==> config.mk <==
export PLATFORM = sky130hd
export DESIGN_NAME = reversible_toffoli_synthesizer
export DESIGN_NICKNAME = d
export VERILOG_FILES = /design/src/rtl/tts_pkg.sv /design/src/rtl/reversible_toffoli_synthesizer.sv /design/src/rtl/tts_ram.sv /design/src/rtl/tts_seq.sv
export SDC_FILE = /design/constraint.sdc
export NUM_CORES = 2
export LEC_CHECK = 0
export BUFFER_PORTS_ARGS = -buffer_cell sky130_fd_sc_hd__buf_2
export CELL_PAD_IN_SITES_DETAIL_PLACEMENT = 1
export CELL_PAD_IN_SITES_GLOBAL_PLACEMENT = 2
export CORE_ASPECT_RATIO = 0.7
export CORE_UTILIZATION = 48
export CTS_BUF_LIST = sky130_fd_sc_hd__clkbuf_8
export DETAILED_ROUTE_END_ITERATION = 10
export PLACE_DENSITY_LB_ADDON = 0.12
export SYNTH_ARGS = -nofsm -noshare
export SYNTH_HDL_FRONTEND = slang
export SYNTH_SLANG_ARGS = --single-unit
==> constraint.sdc <==
create_clock -name clk -period 22.1 [get_ports clk]
set_input_delay 0 -clock clk [delete_from_list [all_inputs] [get_ports clk]]
set_output_delay 0 -clock clk [all_outputs]
set_load 0.05 [all_outputs]
==> src/rtl/tts_pkg.sv <==
// ----------------------------------------------------------------------------
// tts_pkg: shared types, constants and helpers
// Payload structs, sequencer codes and small bit helpers for the
// transformation-based Toffoli synthesizer.
// ----------------------------------------------------------------------------
package tts_pkg;

  localparam int MAX_LINES = 8;
  localparam int TBL_DEPTH = 1 << MAX_LINES;
  localparam int ADDR_W    = MAX_LINES;
  localparam int ROW_W     = MAX_LINES + 1;
  localparam int DATA_W    = 8;

  // Operation codes of the input item
  localparam logic OP_LOAD = 1'b0;
  localparam logic OP_GATE = 1'b1;

  // Configuration register indexes
  localparam logic CFG_BIDIR = 1'b0;
  localparam logic CFG_LINES = 1'b1;

  typedef struct packed {
    logic       op;
    logic [7:0] row_index;
    logic [7:0] row_value;
  } in_item_t;

  typedef struct packed {
    logic [7:0] control_mask;
    logic [2:0] tgt_line;
    logic       on_input_side;
    logic       done_res;
  } out_item_t;

  typedef enum logic [2:0] {
    PH_IDLE,
    PH_NOTS,
    PH_SCAN,
    PH_ADJUST,
    PH_DONE
  } phase_t;

  typedef enum logic [3:0] {
    S_IDLE,
    S_START_WT,
    S_DISPATCH,
    S_SCAN_CHK,
    S_SRCH_RD,
    S_SRCH_CHK,
    S_SWEEP_RD,
    S_SWEEP_WR,
    S_SWAP_RDX,
    S_SWAP_RDY,
    S_SWAP_WRX,
    S_SWAP_WRY,
    S_EMIT
  } seq_state_t;

  // Position of the lowest set bit (zero for an empty word)
  function automatic logic [2:0] low_bit_pos(input logic [7:0] v);
    logic [2:0] p;
    p = 3'd0;
    for (int i = 7; i >= 0; i--) begin
      if (v[i]) p = 3'(i);
    end
    return p;
  endfunction

  function automatic logic [3:0] pop8(input logic [7:0] v);
    logic [3:0] n;
    n = 4'd0;
    for (int i = 0; i < 8; i++) begin
      n = n + {3'd0, v[i]};
    end
    return n;
  endfunction

endpackage

==> src/rtl/reversible_toffoli_synthesizer.sv <==
// ----------------------------------------------------------------------------
// reversible_toffoli_synthesizer: transformation-based Toffoli synthesis
// Holds a permutation table and emits one Toffoli gate or the done mark per request.
// ----------------------------------------------------------------------------
//
//  channel  direction  handshake         payload
//  in       into       in_valid/in_stall  in_data   (op, row_index, row_value)
//  out      out of     out_valid/out_stall out_data (gate or done mark)
//  cfg      into       cfg_we            cfg_index, cfg_data
//
// A load transfer writes one table row. A gate request scans rows, searches
// the partner row (bidirectional mode), then sweeps the table once through
// the single RAM port pair: a read and a write per row on the output side,
// two reads and two writes per swapped pair on the input side.
// Reset clears control state and the run; the table holds nothing valid
// until loaded. A stalled result waits in the output register while the
// next request is already taken.
module reversible_toffoli_synthesizer (
  input  logic                clk,
  input  logic                rst,
  input  logic                in_valid,
  output logic                in_stall,
  input  tts_pkg::in_item_t   in_data,
  output logic                out_valid,
  input  logic                out_stall,
  output tts_pkg::out_item_t  out_data,
  input  logic                cfg_we,
  input  logic                cfg_index,
  input  logic [3:0]          cfg_data
);
  import tts_pkg::*;

  logic       bidir;
  logic [3:0] line_count;
  logic       busy;
  logic       emit;
  out_item_t  res;
  logic       out_free;
  logic       ram_we;
  logic [ADDR_W-1:0] ram_waddr;
  logic [ADDR_W-1:0] ram_raddr;
  logic [DATA_W-1:0] ram_wdata;
  logic [DATA_W-1:0] ram_rdata;

  // Configuration registers
  always_ff @(posedge clk) begin
    if (rst) begin
      bidir      <= 1'b1;
      line_count <= 4'd8;
    end else if (cfg_we) begin
      case (cfg_index)
        CFG_BIDIR: bidir      <= cfg_data[0];
        CFG_LINES: line_count <= cfg_data;
        default: begin
        end
      endcase
    end
  end

  // Output register: free when empty or when its result transfers now
  assign out_free = !out_valid || !out_stall;

  always_ff @(posedge clk) begin
    if (rst) begin
      out_valid <= 1'b0;
    end else if (emit) begin
      out_valid <= 1'b1;
    end else if (out_valid && !out_stall) begin
      out_valid <= 1'b0;
    end
  end

  always_ff @(posedge clk) begin
    if (emit) begin
      out_data <= res;
    end
  end

  // Accept only while the sequencer waits for work
  assign in_stall = busy;

  tts_ram #(
    .WIDTH(DATA_W),
    .DEPTH(TBL_DEPTH)
  ) u_table (
    .clk    (clk),
    .wr_en  (ram_we),
    .wr_addr(ram_waddr),
    .wr_data(ram_wdata),
    .rd_addr(ram_raddr),
    .rd_data(ram_rdata)
  );

  tts_seq u_seq (
    .clk       (clk),
    .rst       (rst),
    .in_valid  (in_valid),
    .in_data   (in_data),
    .bidir     (bidir),
    .line_count(line_count),
    .out_free  (out_free),
    .busy      (busy),
    .emit      (emit),
    .res       (res),
    .ram_we    (ram_we),
    .ram_waddr (ram_waddr),
    .ram_wdata (ram_wdata),
    .ram_raddr (ram_raddr),
    .ram_rdata (ram_rdata)
  );

endmodule

==> src/rtl/tts_ram.sv <==
// ----------------------------------------------------------------------------
// tts_ram: generic single-write, single-read RAM
// One write port and one read port with registered read data.
// ----------------------------------------------------------------------------
module tts_ram #(
  parameter int WIDTH = 8,
  parameter int DEPTH = 256
) (
  input  logic                     clk,
  input  logic                     wr_en,
  input  logic [$clog2(DEPTH)-1:0] wr_addr,
  input  logic [WIDTH-1:0]         wr_data,
  input  logic [$clog2(DEPTH)-1:0] rd_addr,
  output logic [WIDTH-1:0]         rd_data
);

  logic [WIDTH-1:0] mem [DEPTH];

  always_ff @(posedge clk) begin
    if (wr_en) begin
      mem[wr_addr] <= wr_data;
    end
    rd_data <= mem[rd_addr];
  end

endmodule

==> src/rtl/tts_seq.sv <==
// ----------------------------------------------------------------------------
// tts_seq: synthesis sequencer
// Walks the algorithm phases, scans and searches the table and sweeps it
// once per gate through the shared RAM port pair.
// ----------------------------------------------------------------------------
module tts_seq (
  input  logic                     clk,
  input  logic                     rst,
  input  logic                     in_valid,
  input  tts_pkg::in_item_t        in_data,
  input  logic                     bidir,
  input  logic [3:0]               line_count,
  input  logic                     out_free,
  output logic                     busy,
  output logic                     emit,
  output tts_pkg::out_item_t       res,
  output logic                     ram_we,
  output logic [tts_pkg::ADDR_W-1:0] ram_waddr,
  output logic [tts_pkg::DATA_W-1:0] ram_wdata,
  output logic [tts_pkg::ADDR_W-1:0] ram_raddr,
  input  logic [tts_pkg::DATA_W-1:0] ram_rdata
);
  import tts_pkg::*;

  seq_state_t state, state_next;
  phase_t     phase, phase_next;
  logic [ROW_W-1:0] cur_row, cur_row_next;
  logic [ROW_W-1:0] idx, idx_next;
  logic             use_front, use_front_next;
  logic [7:0]       run_mask, run_mask_next;
  logic [7:0]       pend_set, pend_set_next;
  logic [7:0]       pend_clr, pend_clr_next;
  logic [7:0]       row_val, row_val_next;
  logic [7:0]       gate_ctrl, gate_ctrl_next;
  logic [7:0]       gate_tbit, gate_tbit_next;
  logic [7:0]       swap_tmp, swap_tmp_next;
  out_item_t        res_next;

  logic [3:0]       lines;
  logic [ROW_W-1:0] nrows;
  logic [7:0]       m;

  always_comb begin
    if (line_count == 4'd0) begin
      lines = 4'd1;
    end else if (line_count > 4'(MAX_LINES)) begin
      lines = 4'(MAX_LINES);
    end else begin
      lines = line_count;
    end
    nrows = ROW_W'(1) << lines;
    m     = 8'(nrows - ROW_W'(1));
  end

  always_ff @(posedge clk) begin
    if (rst) begin
      state     <= S_IDLE;
      phase     <= PH_IDLE;
      cur_row   <= '0;
      use_front <= 1'b0;
      run_mask  <= '0;
      pend_set  <= '0;
      pend_clr  <= '0;
    end else begin
      state     <= state_next;
      phase     <= phase_next;
      cur_row   <= cur_row_next;
      use_front <= use_front_next;
      run_mask  <= run_mask_next;
      pend_set  <= pend_set_next;
      pend_clr  <= pend_clr_next;
    end
    idx       <= idx_next;
    row_val   <= row_val_next;
    gate_ctrl <= gate_ctrl_next;
    gate_tbit <= gate_tbit_next;
    swap_tmp  <= swap_tmp_next;
    res       <= res_next;
  end

  always_comb begin
    logic [7:0] v;
    logic [7:0] r8;
    logic [7:0] sel;
    logic [2:0] b;
    logic [7:0] t;
    logic [7:0] ctrl;
    logic [7:0] nm;
    logic [7:0] ns;
    logic [7:0] nc;
    logic [7:0] x8;
    logic       fin;
    logic       fin_front;

    state_next     = state;
    phase_next     = phase;
    cur_row_next   = cur_row;
    idx_next       = idx;
    use_front_next = use_front;
    run_mask_next  = run_mask;
    pend_set_next  = pend_set;
    pend_clr_next  = pend_clr;
    row_val_next   = row_val;
    gate_ctrl_next = gate_ctrl;
    gate_tbit_next = gate_tbit;
    swap_tmp_next  = swap_tmp;
    res_next       = res;
    ram_we         = 1'b0;
    ram_waddr      = idx[ADDR_W-1:0];
    ram_wdata      = '0;
    ram_raddr      = idx[ADDR_W-1:0];
    emit           = 1'b0;
    busy           = (state != S_IDLE);

    v         = ram_rdata & m;
    r8        = cur_row[7:0];
    x8        = idx[7:0];
    sel       = '0;
    b         = '0;
    t         = '0;
    ctrl      = '0;
    nm        = '0;
    ns        = '0;
    nc        = '0;
    fin       = 1'b0;
    fin_front = 1'b0;

    case (state)
      S_IDLE: begin
        if (in_valid) begin
          if (in_data.op == OP_LOAD) begin
            // Store the row and restart the run from the table as it stands
            ram_we         = 1'b1;
            ram_waddr      = in_data.row_index;
            ram_wdata      = in_data.row_value;
            phase_next     = PH_IDLE;
            cur_row_next   = '0;
            use_front_next = 1'b0;
            run_mask_next  = '0;
            pend_set_next  = '0;
            pend_clr_next  = '0;
          end else begin
            state_next = S_DISPATCH;
          end
        end
      end

      S_START_WT: begin
        pend_set_next = v;
        cur_row_next  = ROW_W'(1);
        phase_next    = PH_NOTS;
        state_next    = S_DISPATCH;
      end

      S_DISPATCH: begin
        case (phase)
          PH_IDLE: begin
            if (!bidir) begin
              ram_raddr  = '0;
              state_next = S_START_WT;
            end else begin
              cur_row_next = '0;
              phase_next   = PH_SCAN;
            end
          end
          PH_NOTS: begin
            if ((pend_set & m) == 8'd0) begin
              pend_set_next = '0;
              phase_next    = PH_SCAN;
            end else begin
              b = low_bit_pos(pend_set & m);
              t = 8'd1 << b;
              pend_set_next          = pend_set & ~t;
              gate_ctrl_next         = '0;
              gate_tbit_next         = t;
              res_next.control_mask  = '0;
              res_next.tgt_line      = 3'(lines - 4'd1 - {1'b0, b});
              res_next.on_input_side = 1'b0;
              res_next.done_res      = 1'b0;
              idx_next               = '0;
              state_next             = S_SWEEP_RD;
            end
          end
          PH_SCAN: begin
            if (cur_row >= nrows) begin
              cur_row_next = nrows;
              phase_next   = PH_DONE;
            end else begin
              ram_raddr  = cur_row[ADDR_W-1:0];
              state_next = S_SCAN_CHK;
            end
          end
          PH_ADJUST: begin
            if ((pend_set & m) != 8'd0) begin
              b    = low_bit_pos(pend_set & m);
              t    = 8'd1 << b;
              ctrl = run_mask & m;
              nm   = (run_mask | t) & m;
              ns   = pend_set & ~t;
              nc   = pend_clr;
            end else if ((pend_clr & m) != 8'd0) begin
              b    = low_bit_pos(pend_clr & m);
              t    = 8'd1 << b;
              nm   = run_mask & ~t & m;
              ctrl = nm;
              ns   = pend_set;
              nc   = pend_clr & ~t;
            end
            if (t == 8'd0) begin
              pend_set_next = '0;
              pend_clr_next = '0;
              cur_row_next  = cur_row + ROW_W'(1);
              phase_next    = PH_SCAN;
            end else begin
              run_mask_next          = nm;
              pend_set_next          = ns;
              pend_clr_next          = nc;
              gate_ctrl_next         = ctrl;
              gate_tbit_next         = t;
              res_next.control_mask  = ctrl;
              res_next.tgt_line      = 3'(lines - 4'd1 - {1'b0, b});
              res_next.on_input_side = use_front;
              res_next.done_res      = 1'b0;
              idx_next               = '0;
              if ((ns & m) == 8'd0 && (nc & m) == 8'd0) begin
                pend_set_next = '0;
                pend_clr_next = '0;
                cur_row_next  = cur_row + ROW_W'(1);
                phase_next    = PH_SCAN;
              end
              state_next = use_front ? S_SWAP_RDX : S_SWEEP_RD;
            end
          end
          default: begin
            phase_next = PH_DONE;
            res_next   = '{control_mask: 8'd0, tgt_line: 3'd0,
                           on_input_side: 1'b0, done_res: 1'b1};
            state_next = S_EMIT;
          end
        endcase
      end

      S_SCAN_CHK: begin
        if (v == r8) begin
          cur_row_next = cur_row + ROW_W'(1);
          state_next   = S_DISPATCH;
        end else begin
          row_val_next = v;
          if (bidir) begin
            idx_next   = '0;
            state_next = S_SRCH_RD;
          end else begin
            fin = 1'b1;
          end
        end
      end

      S_SRCH_RD: begin
        if (idx >= nrows) begin
          fin = 1'b1;
        end else begin
          ram_raddr  = idx[ADDR_W-1:0];
          state_next = S_SRCH_CHK;
        end
      end

      S_SRCH_CHK: begin
        if (v == r8) begin
          fin       = 1'b1;
          fin_front = (pop8(x8 ^ r8) < pop8(r8 ^ row_val));
        end else begin
          idx_next   = idx + ROW_W'(1);
          state_next = S_SRCH_RD;
        end
      end

      S_SWEEP_RD: begin
        if (idx >= nrows) begin
          state_next = S_EMIT;
        end else begin
          ram_raddr  = idx[ADDR_W-1:0];
          state_next = S_SWEEP_WR;
        end
      end

      S_SWEEP_WR: begin
        // Flip the target bit of every output that covers the controls
        if ((v & gate_ctrl) == gate_ctrl) begin
          ram_we    = 1'b1;
          ram_wdata = v ^ gate_tbit;
        end
        idx_next   = idx + ROW_W'(1);
        state_next = S_SWEEP_RD;
      end

      S_SWAP_RDX: begin
        if (idx >= nrows) begin
          state_next = S_EMIT;
        end else if ((x8 & gate_ctrl) == gate_ctrl && (x8 & gate_tbit) == 8'd0) begin
          ram_raddr  = idx[ADDR_W-1:0];
          state_next = S_SWAP_RDY;
        end else begin
          idx_next = idx + ROW_W'(1);
        end
      end

      S_SWAP_RDY: begin
        swap_tmp_next = ram_rdata;
        ram_raddr     = x8 | gate_tbit;
        state_next    = S_SWAP_WRX;
      end

      S_SWAP_WRX: begin
        ram_we     = 1'b1;
        ram_wdata  = ram_rdata;
        state_next = S_SWAP_WRY;
      end

      S_SWAP_WRY: begin
        ram_we     = 1'b1;
        ram_waddr  = x8 | gate_tbit;
        ram_wdata  = swap_tmp;
        idx_next   = idx + ROW_W'(1);
        state_next = S_SWAP_RDX;
      end

      S_EMIT: begin
        // Hold until the output register can take the result
        if (out_free) begin
          emit       = 1'b1;
          state_next = S_IDLE;
        end
      end

      default: begin
        state_next = S_IDLE;
      end
    endcase

    // The output value of the row may be captured in this same cycle
    if (fin) begin
      sel = fin_front ? x8 : row_val_next;
      use_front_next = fin_front;
      run_mask_next  = sel;
      pend_set_next  = r8 & ~sel & m;
      pend_clr_next  = sel & ~r8 & m;
      phase_next     = PH_ADJUST;
      state_next     = S_DISPATCH;
    end
  end

endmodule
Word level (Yosys, flattened, before mapping). Memory sizes are Yosys's and may differ from the RTL's. A register that Yosys moved wholly into a read port is not among the register bits. Index checks and enable logic that the tools add are counted.

Add/subtract/negate cells: 20. Order comparisons: 4. Eq/ne operators: 63. Shifts and indexed selects: 4. Muxes and demuxes: 153. Bitwise gates (word level): 31. Reductions and logical operators: 44.

Operators with widths (number): $mux W8 (42); $and A8 B8 Y8 (19); $pmux W8 S2 (8); $mux W9 (13); $mux W3 (37); $mux W4 (17); $pmux W4 S13 (1); $add A4 B1 Y4 (12); $pmux W9 S5 (1); $logic_not A8 Y1 (5); $not A8 Y8 (5); $pmux W13 S3 (1); $pmux W9 S4 (1); $pmux W8 S4 (1); $pmux W9 S3 (1); $mux W13 (2); $eq A8 B8 Y1 (3); $ne A2 B2 Y1 const B (12); $ne A3 B2 Y1 const B (8); $ne A3 B3 Y1 const B (8); $pmux W8 S3 (1); $shl A1 B3 Y8 const A (3); $xor A8 B8 Y8 (3); $reduce_and A11 Y1 (2); 49 further kinds (113).

Register bits: 114. Bits in writable memories: 2048. Bits of input ports: 27. Output and inout port bits: 15. Memories kept: 1.

Memory list: u_table.mem (words 256, width 8, rd ports 1, clocked after memory_dff 1, write ports 1, RTL line tts_ram.sv:17) `logic [WIDTH-1:0] mem [DEPTH];`.

Longest topological paths before layout.
Depth after elaboration: 33. Mapped depth: 25.

Modules after synthesis. From an unflattened synthesis, not the netlist that was laid out.

Cell total of the unflattened synthesis: 4710. Area total of the unflattened synthesis: 87968.1 um^2.

By module, submodules not included: tts_ram (instances 1, cells an instance 3733, area each 79556.3 um^2, seq. area each 61659.1 um^2); tts_seq (instances 1, cells an instance 938, area each 7757.4 um^2, seq. area each 2362.3 um^2); reversible_toffoli_synthesizer (instances 1, cells an instance 39, area each 654.4 um^2, seq. area each 510.5 um^2).

Least setup slack after synthesis. OpenSTA, ideal clock, no wires.

Path kind: register to register. From: register line_count[3]. To: memory u_table.mem[0][4] (data pin). Library setup time: 2.187 ns. Arrival time: 13.602 ns. Data required time: 19.913 ns. Path slack: 6.311 ns. Cell stages (with the launch flop): 17. Clock period less this slack: 15.789 ns. Cell sequence: dfxtp_1 buf_2 clkbuf_1 clkbuf_1 nor2_1 inv_1 ha_1 or3b_1 buf_4 ha_1 clkbuf_1 o311a_1 buf_2 xnor2_2 nand2_1 a221o_1 o21ai_0.

Word-level cells in the longest chain between the ends: 10. Elaborated cells on any way between the ends: 12. Classes of those cells: add/sub: 1; order compare: 1; eq/ne: 1; shift: 1; mux: 4; bitwise: 3; reduce/logical: 1.

RTL lines: from (decl) (RTL line reversible_toffoli_synthesizer.sv:34) `logic [3:0] line_count;`; from (signal assigned) (RTL line reversible_toffoli_synthesizer.sv:53) `CFG_LINES: line_count <= cfg_data;`; $gt A4 B4 Y1 (RTL line tts_seq.sv:46) `end else if (line_count > 4'(MAX_LINES)) begin`; $mux W4 (RTL line tts_seq.sv:46); $mux W4 (*) (RTL line tts_seq.sv:44) `if (line_count == 4'd0) begin`; $shl A1 B4 Y9 (*) (RTL line tts_seq.sv:51) `nrows = ROW_W'(1) << lines;`; $sub A8 B1 Y8 (*) (RTL line tts_seq.sv:52) `m = 8'(nrows - ROW_W'(1));`; $and A8 B8 Y8 (*) (RTL line tts_seq.sv:115) `v = ram_rdata & m;`; $and A8 B8 Y8 (RTL line tts_seq.sv:288) `if ((v & gate_ctrl) == gate_ctrl) begin`; $eq A8 B8 Y1 (RTL line tts_seq.sv:288); $mux W8 (*) (RTL line tts_seq.sv:288); $pmux W8 S4 (*) (RTL line tts_seq.sv:128) `case (state)`; via ram_wdata[4] (RTL line reversible_toffoli_synthesizer.sv:42) `logic [DATA_W-1:0] ram_wdata;`; to (decl) (RTL line tts_ram.sv:17).

Mark *: on every way through the listed nets, which the timed path passes. The rest lies on a longest branch.

Worst setup path after layout.
From: register line_count[2]. To: register u_table.rd_data[0] (read register of u_table.mem).

Word-level cells in the longest chain between the ends: 8. Elaborated cells on any way between the ends: 9. Classes of those cells: order compare: 2; shift: 1; mux: 5; reduce/logical: 1.

RTL lines: $gt A4 B4 Y1 (RTL line tts_seq.sv:46); $mux W4 (RTL line tts_seq.sv:46); $mux W4 (*) (RTL line tts_seq.sv:44); $shl A1 B4 Y9 (*) (RTL line tts_seq.sv:51); $ge A9 B9 Y1 (*) (RTL line tts_seq.sv:185) `if (cur_row >= nrows) begin`; $mux W8 (*) (RTL line tts_seq.sv:185); $pmux W8 S2 (*) (RTL line tts_seq.sv:156) `case (phase)`; $pmux W8 S2 (*) (RTL line tts_seq.sv:128); to (decl) (RTL line tts_ram.sv:14) `output logic [WIDTH-1:0] rd_data`.

Every way passes the cells marked *; elsewhere a longest branch is shown, timed or not. A chain may end at the register's enable or synchronous reset.

==> qor.txt <==
SETUP PATH
------------------------------------------------------------------------------------
Crit path buffers/inverters ...........................................            5
Slowest Stage Delay on Critical Path ..................................      1.12 ns
Data required, critical path ..........................................     22.90 ns
Kind of critical path ................................................. flop to flop
Endpoint arrival time on the critical path ............................     10.15 ns
Crit-path leading delay family ........................................ buffers and inverters
Type of element capturing the critical path ...........................         flop
Most used cell, CP .................................................... sky130_fd_sc_hd__nor2_1
Ordered cell list for the critical path ............................... nor2_1 > nor2_1 > nor2_1 > inv_1 > ha_1 > nand3b_1 > ha_1 > a21oi_1 > o21ai_1 > a2111oi_0 > a221o_4 > buf_12 > buf_12 > buf_4 > buf_4 > mux2i_1 > a32oi_1 > nand4_1 > nand3_1 > nor4_1 > nor4_1
Critical Path Source Type .............................................         flop
Slowest-stage cell, CP ................................................ sky130_fd_sc_hd__nor4_1
CP max FO .............................................................          142

POWER AND IR DROP
------------------------------------------------------------------------------------
Switching power as a share of total power .............................        0.299
Part of the power in registers ........................................        0.494
Power Density .........................................................  94.1 mW/mm²
Relative contribution of the clock network to total power .............        0.346
Int Power .............................................................    0.00651 W
Total power ...........................................................    0.00928 W
Combinational group share of total power ..............................        0.160
Switching Power .......................................................    0.00277 W
Max VDD drop ..........................................................      55.2 µV
Leakage ...............................................................      32.5 nW

GRT
------------------------------------------------------------------------------------
Global router's overall resource usage ................................        0.313
Maximum number of pins on one net before global-route repair ..........          199
Global-route wire length before repair ................................       426 mm
Vias in the first global route ........................................        59400
GRT overflow ..........................................................            0
Initial antenna violation count .......................................            9

STA
------------------------------------------------------------------------------------
Slew of the pin with the lowest slew margin ...........................      1.44 ns
Setup TNS Final .......................................................         0 ns
Fmax achieved .........................................................      107 MHz
Setup repair after global routing missed its margin ...................           no
Slew Limit Fails ......................................................            0
Final Hold Violating Endpoints ........................................            0
Post-layout minimum cycle time ........................................      9.35 ns
Worst Skew ............................................................    0.0558 ns
Max transition margin .................................................       0.0318
Final-report setup violation count ....................................            0
Final worst slack .....................................................     12.75 ns
Final cycle utilization of the critical path ..........................        0.423

FINAL LAYOUT
------------------------------------------------------------------------------------
Leading cell type in the layout, fill and taps excluded ............... sky130_fd_sc_hd__edfxtp_1
Multi-input combinational cell area ...................................   0.0229 mm²
Count of non-filler cells in the finished layout ......................         9544
Share of post-route cells with drive strength above 1 .................       0.0959
Post-layout instance area .............................................   0.0986 mm²
Fillers ...............................................................        18300
Area grow syn2layout ..................................................        10.7%
Most frequent cells in the layout ..................................... sky130_fd_sc_hd__edfxtp_1 (2107), sky130_fd_sc_hd__nand2_1 (1435), sky130_fd_sc_hd__nor2_1 (664)
Nets@finish ...........................................................         6893
Combined flip-flop and latch cell area ................................   0.0645 mm²

WORST HOLD PATH
------------------------------------------------------------------------------------
Hold Crit Class ....................................................... input pin to flop

PLACEMENT
------------------------------------------------------------------------------------
Number of input and output port buffers inserted ......................           41
Standard cell area after detailed placement ...........................   0.0921 mm²
Dpl hpwl ..............................................................       176 mm
Post-Place Setup Slack ................................................     12.91 ns
Placed Cells incl. Taps ...............................................         8905
GPL Wtd Cong ..........................................................        0.894

YOSYS
------------------------------------------------------------------------------------
Share of synthesized area occupied by flip-flops and latches ..........        0.725
Top-area cell type share of the netlist area ..........................        0.711
Number of library cell types mapped by synthesis ......................           95
Combined area of all synthesized cells ................................   0.0890 mm²
Synthesis warning total ...............................................            0
Primary FF master, synth .............................................. sky130_fd_sc_hd__edfxtp_1
Synth Register Bits ...................................................         2170
Syn_nets ..............................................................         6779
Number of synthesized flops with an enable pin ........................         2107
Share of flip-flops with an asynchronous set or reset after synthesis .            0
Cell taking the most area after synthesis ............................. sky130_fd_sc_hd__edfxtp_1
Synthesized netlist cell count ........................................         6707
Mean instance size in the synthesized netlist .........................     13.3 µm²
Ranking of synthesized cells by area .................................. sky130_fd_sc_hd__edfxtp_1 (71%), sky130_fd_sc_hd__nand2_1 (6.1%), sky130_fd_sc_hd__mux2i_1 (3.2%), sky130_fd_sc_hd__nor2_1 (2.8%), sky130_fd_sc_hd__a32oi_1 (2.7%)

DETAILED ROUTING
------------------------------------------------------------------------------------
Detailed-route wire length ............................................       296 mm
Pre-antenna DRT Iters .................................................            6
Number of DRC markers after the initial detailed-route iteration ......         6826
Vias ..................................................................        59700
Vias/cell .............................................................         6.26
Drc violations ........................................................            0
Average detailed-routed wire length per instance ......................      31.0 µm
Number of routed nets with antenna violations .........................            0

FLOORPLAN
------------------------------------------------------------------------------------
Number of top-level design ports ......................................           42
Starting density of the core ..........................................        0.486
Die area ..............................................................    0.187 mm²
Die Span X ............................................................       517 µm
Cell row count ........................................................          131
Area of the placeable core ............................................    0.183 mm²
Die height ............................................................       362 µm

CLOCKING
------------------------------------------------------------------------------------
Cts bufs inserted .....................................................          341
Number of H-tree levels ...............................................            5
Maximum root-to-sink buffer count .....................................            4
Clk root buf .......................................................... sky130_fd_sc_hd__clkbuf_8
Clock transition at path regs .........................................      0.07 ns
Clock sink count ......................................................         2170
CTS tree ..............................................................         done
Later-pin clock latency in the skew report ............................      0.98 ns

OUTCOME
------------------------------------------------------------------------------------
Outcome ............................................................... finished clean

FLOW RUN
------------------------------------------------------------------------------------
Number of violations of the max-capacitance limit .....................            0

[registers in the layout, summed over array words and instances, names as in the netlist]
name             flops
u_seq.run_mask       8
bidir                1
u_seq.state          4
out_valid            1
u_seq.pend_clr       8
u_seq.gate_ctrl      8
out_data            13
u_table.rd_data      8
u_seq.pend_set       8
u_table.mem       2048
u_seq.use_front      1
u_seq.phase          3
u_seq.swap_tmp       8
u_seq.res           13
u_seq.row_val        8
line_count           4
u_seq.cur_row        9
u_seq.idx            9
u_seq.gate_tbit      8
[area by class of cell]
class | instances | area share
diodes | 2 | 0.0000508
clock buffers | 361 | 0.0504
clock inverters | 243 | 0.0120
inverters | 38 | 0.00145
multi-input cells | 4051 | 0.232
flip-flops and latches | 2170 | 0.655
well taps | 2460 | 0.0312
repair buffers | 219 | 0.0180
[tightest hold or removal path: cells and delay by family]
family | cells | cell delay, ns
compound gates | 1 | 0.06
buf+inv | 3 | 0.86
[power by group through the flow]
stage	registers [W]	logic [W]	clock network, W
detailed placement	0.00467	0.00145	0
CTS	0.00458	0.00146	0.00325
floorplan	0.00470	0.000876	0
global placement	0.00467	0.00142	0
finish	0.00458	0.00148	0.00321
global route	0.00458	0.00157	0.00341
[worst paths after layout]
check                           depth (start not counted)  slack (ns)                    endpoint                       start
worst max-delay path                                   21       12.75  u_table.rd_data[0]$_DFF_P_  line_count[2]$_SDFFE_PP0P_
worst min-delay path                                    4        0.16       out_data[6]$_DFFE_PP_                   out_stall
worst max register to register                         21       12.75  u_table.rd_data[0]$_DFF_P_  line_count[2]$_SDFFE_PP0P_
worst min register to register                          0        0.42       out_data[3]$_DFFE_PP_      u_seq.res[3]$_DFFE_PP_
[synth_stat cells (all sizes together) (38+ instances only)]
master	count
a21oi	79
a32oi	277
buf	111
clkbuf	337
dfxtp	63
edfxtp	2107
mux2i	288
nand2	1448
nand3	298
nand4	284
nor2	664
nor3	65
nor4	38
o2111ai	104
o21ai	70
[stage by stage]
step,utilization,hold slack (ns)
after floorplan,-,0.128
after global placement,0.502,0.245
after detailed placement,0.503,0.246
after CTS,0.538,0.0739
after global routing,0.538,0.167
final,0.538,0.156
[cells by family (layout without fill, tap and decap cells)]
family / count (synthesis) / count (layout) / share of synthesized area
XOR/XNOR: 48 / 48 / 0.00481
AO/OA/AOI/OAI: 729 / 729 / 0.0651
flip-flops: 2170 / 2170 / 0.725
AND/OR/NAND/NOR: 2935 / 2935 / 0.143
other: 0 / 2 / 0
multiplexers: 294 / 294 / 0.0333
buffers and inverters: 486 / 861 / 0.0216
adder cells (fa/ha/maj): 45 / 45 / 0.00708
[layer usage]
metal	GRT usage	share of wire	vias to the layer above
met1	0.485	0.45	31100
met4	0.0825	0.026	4
met5	0	0.000088	-
met2	0.448	0.43	2636
li1	-	-	25500
met3	0.0639	0.090	430
[repair_timing]
item / in CTS / in global routing
setup buffers: 0 / 0
endpoints found under the hold margin: 103 / 0
resized for setup: 0 / 0
hold buffers: 32 / 0
(Power assumes the default switching activity.)
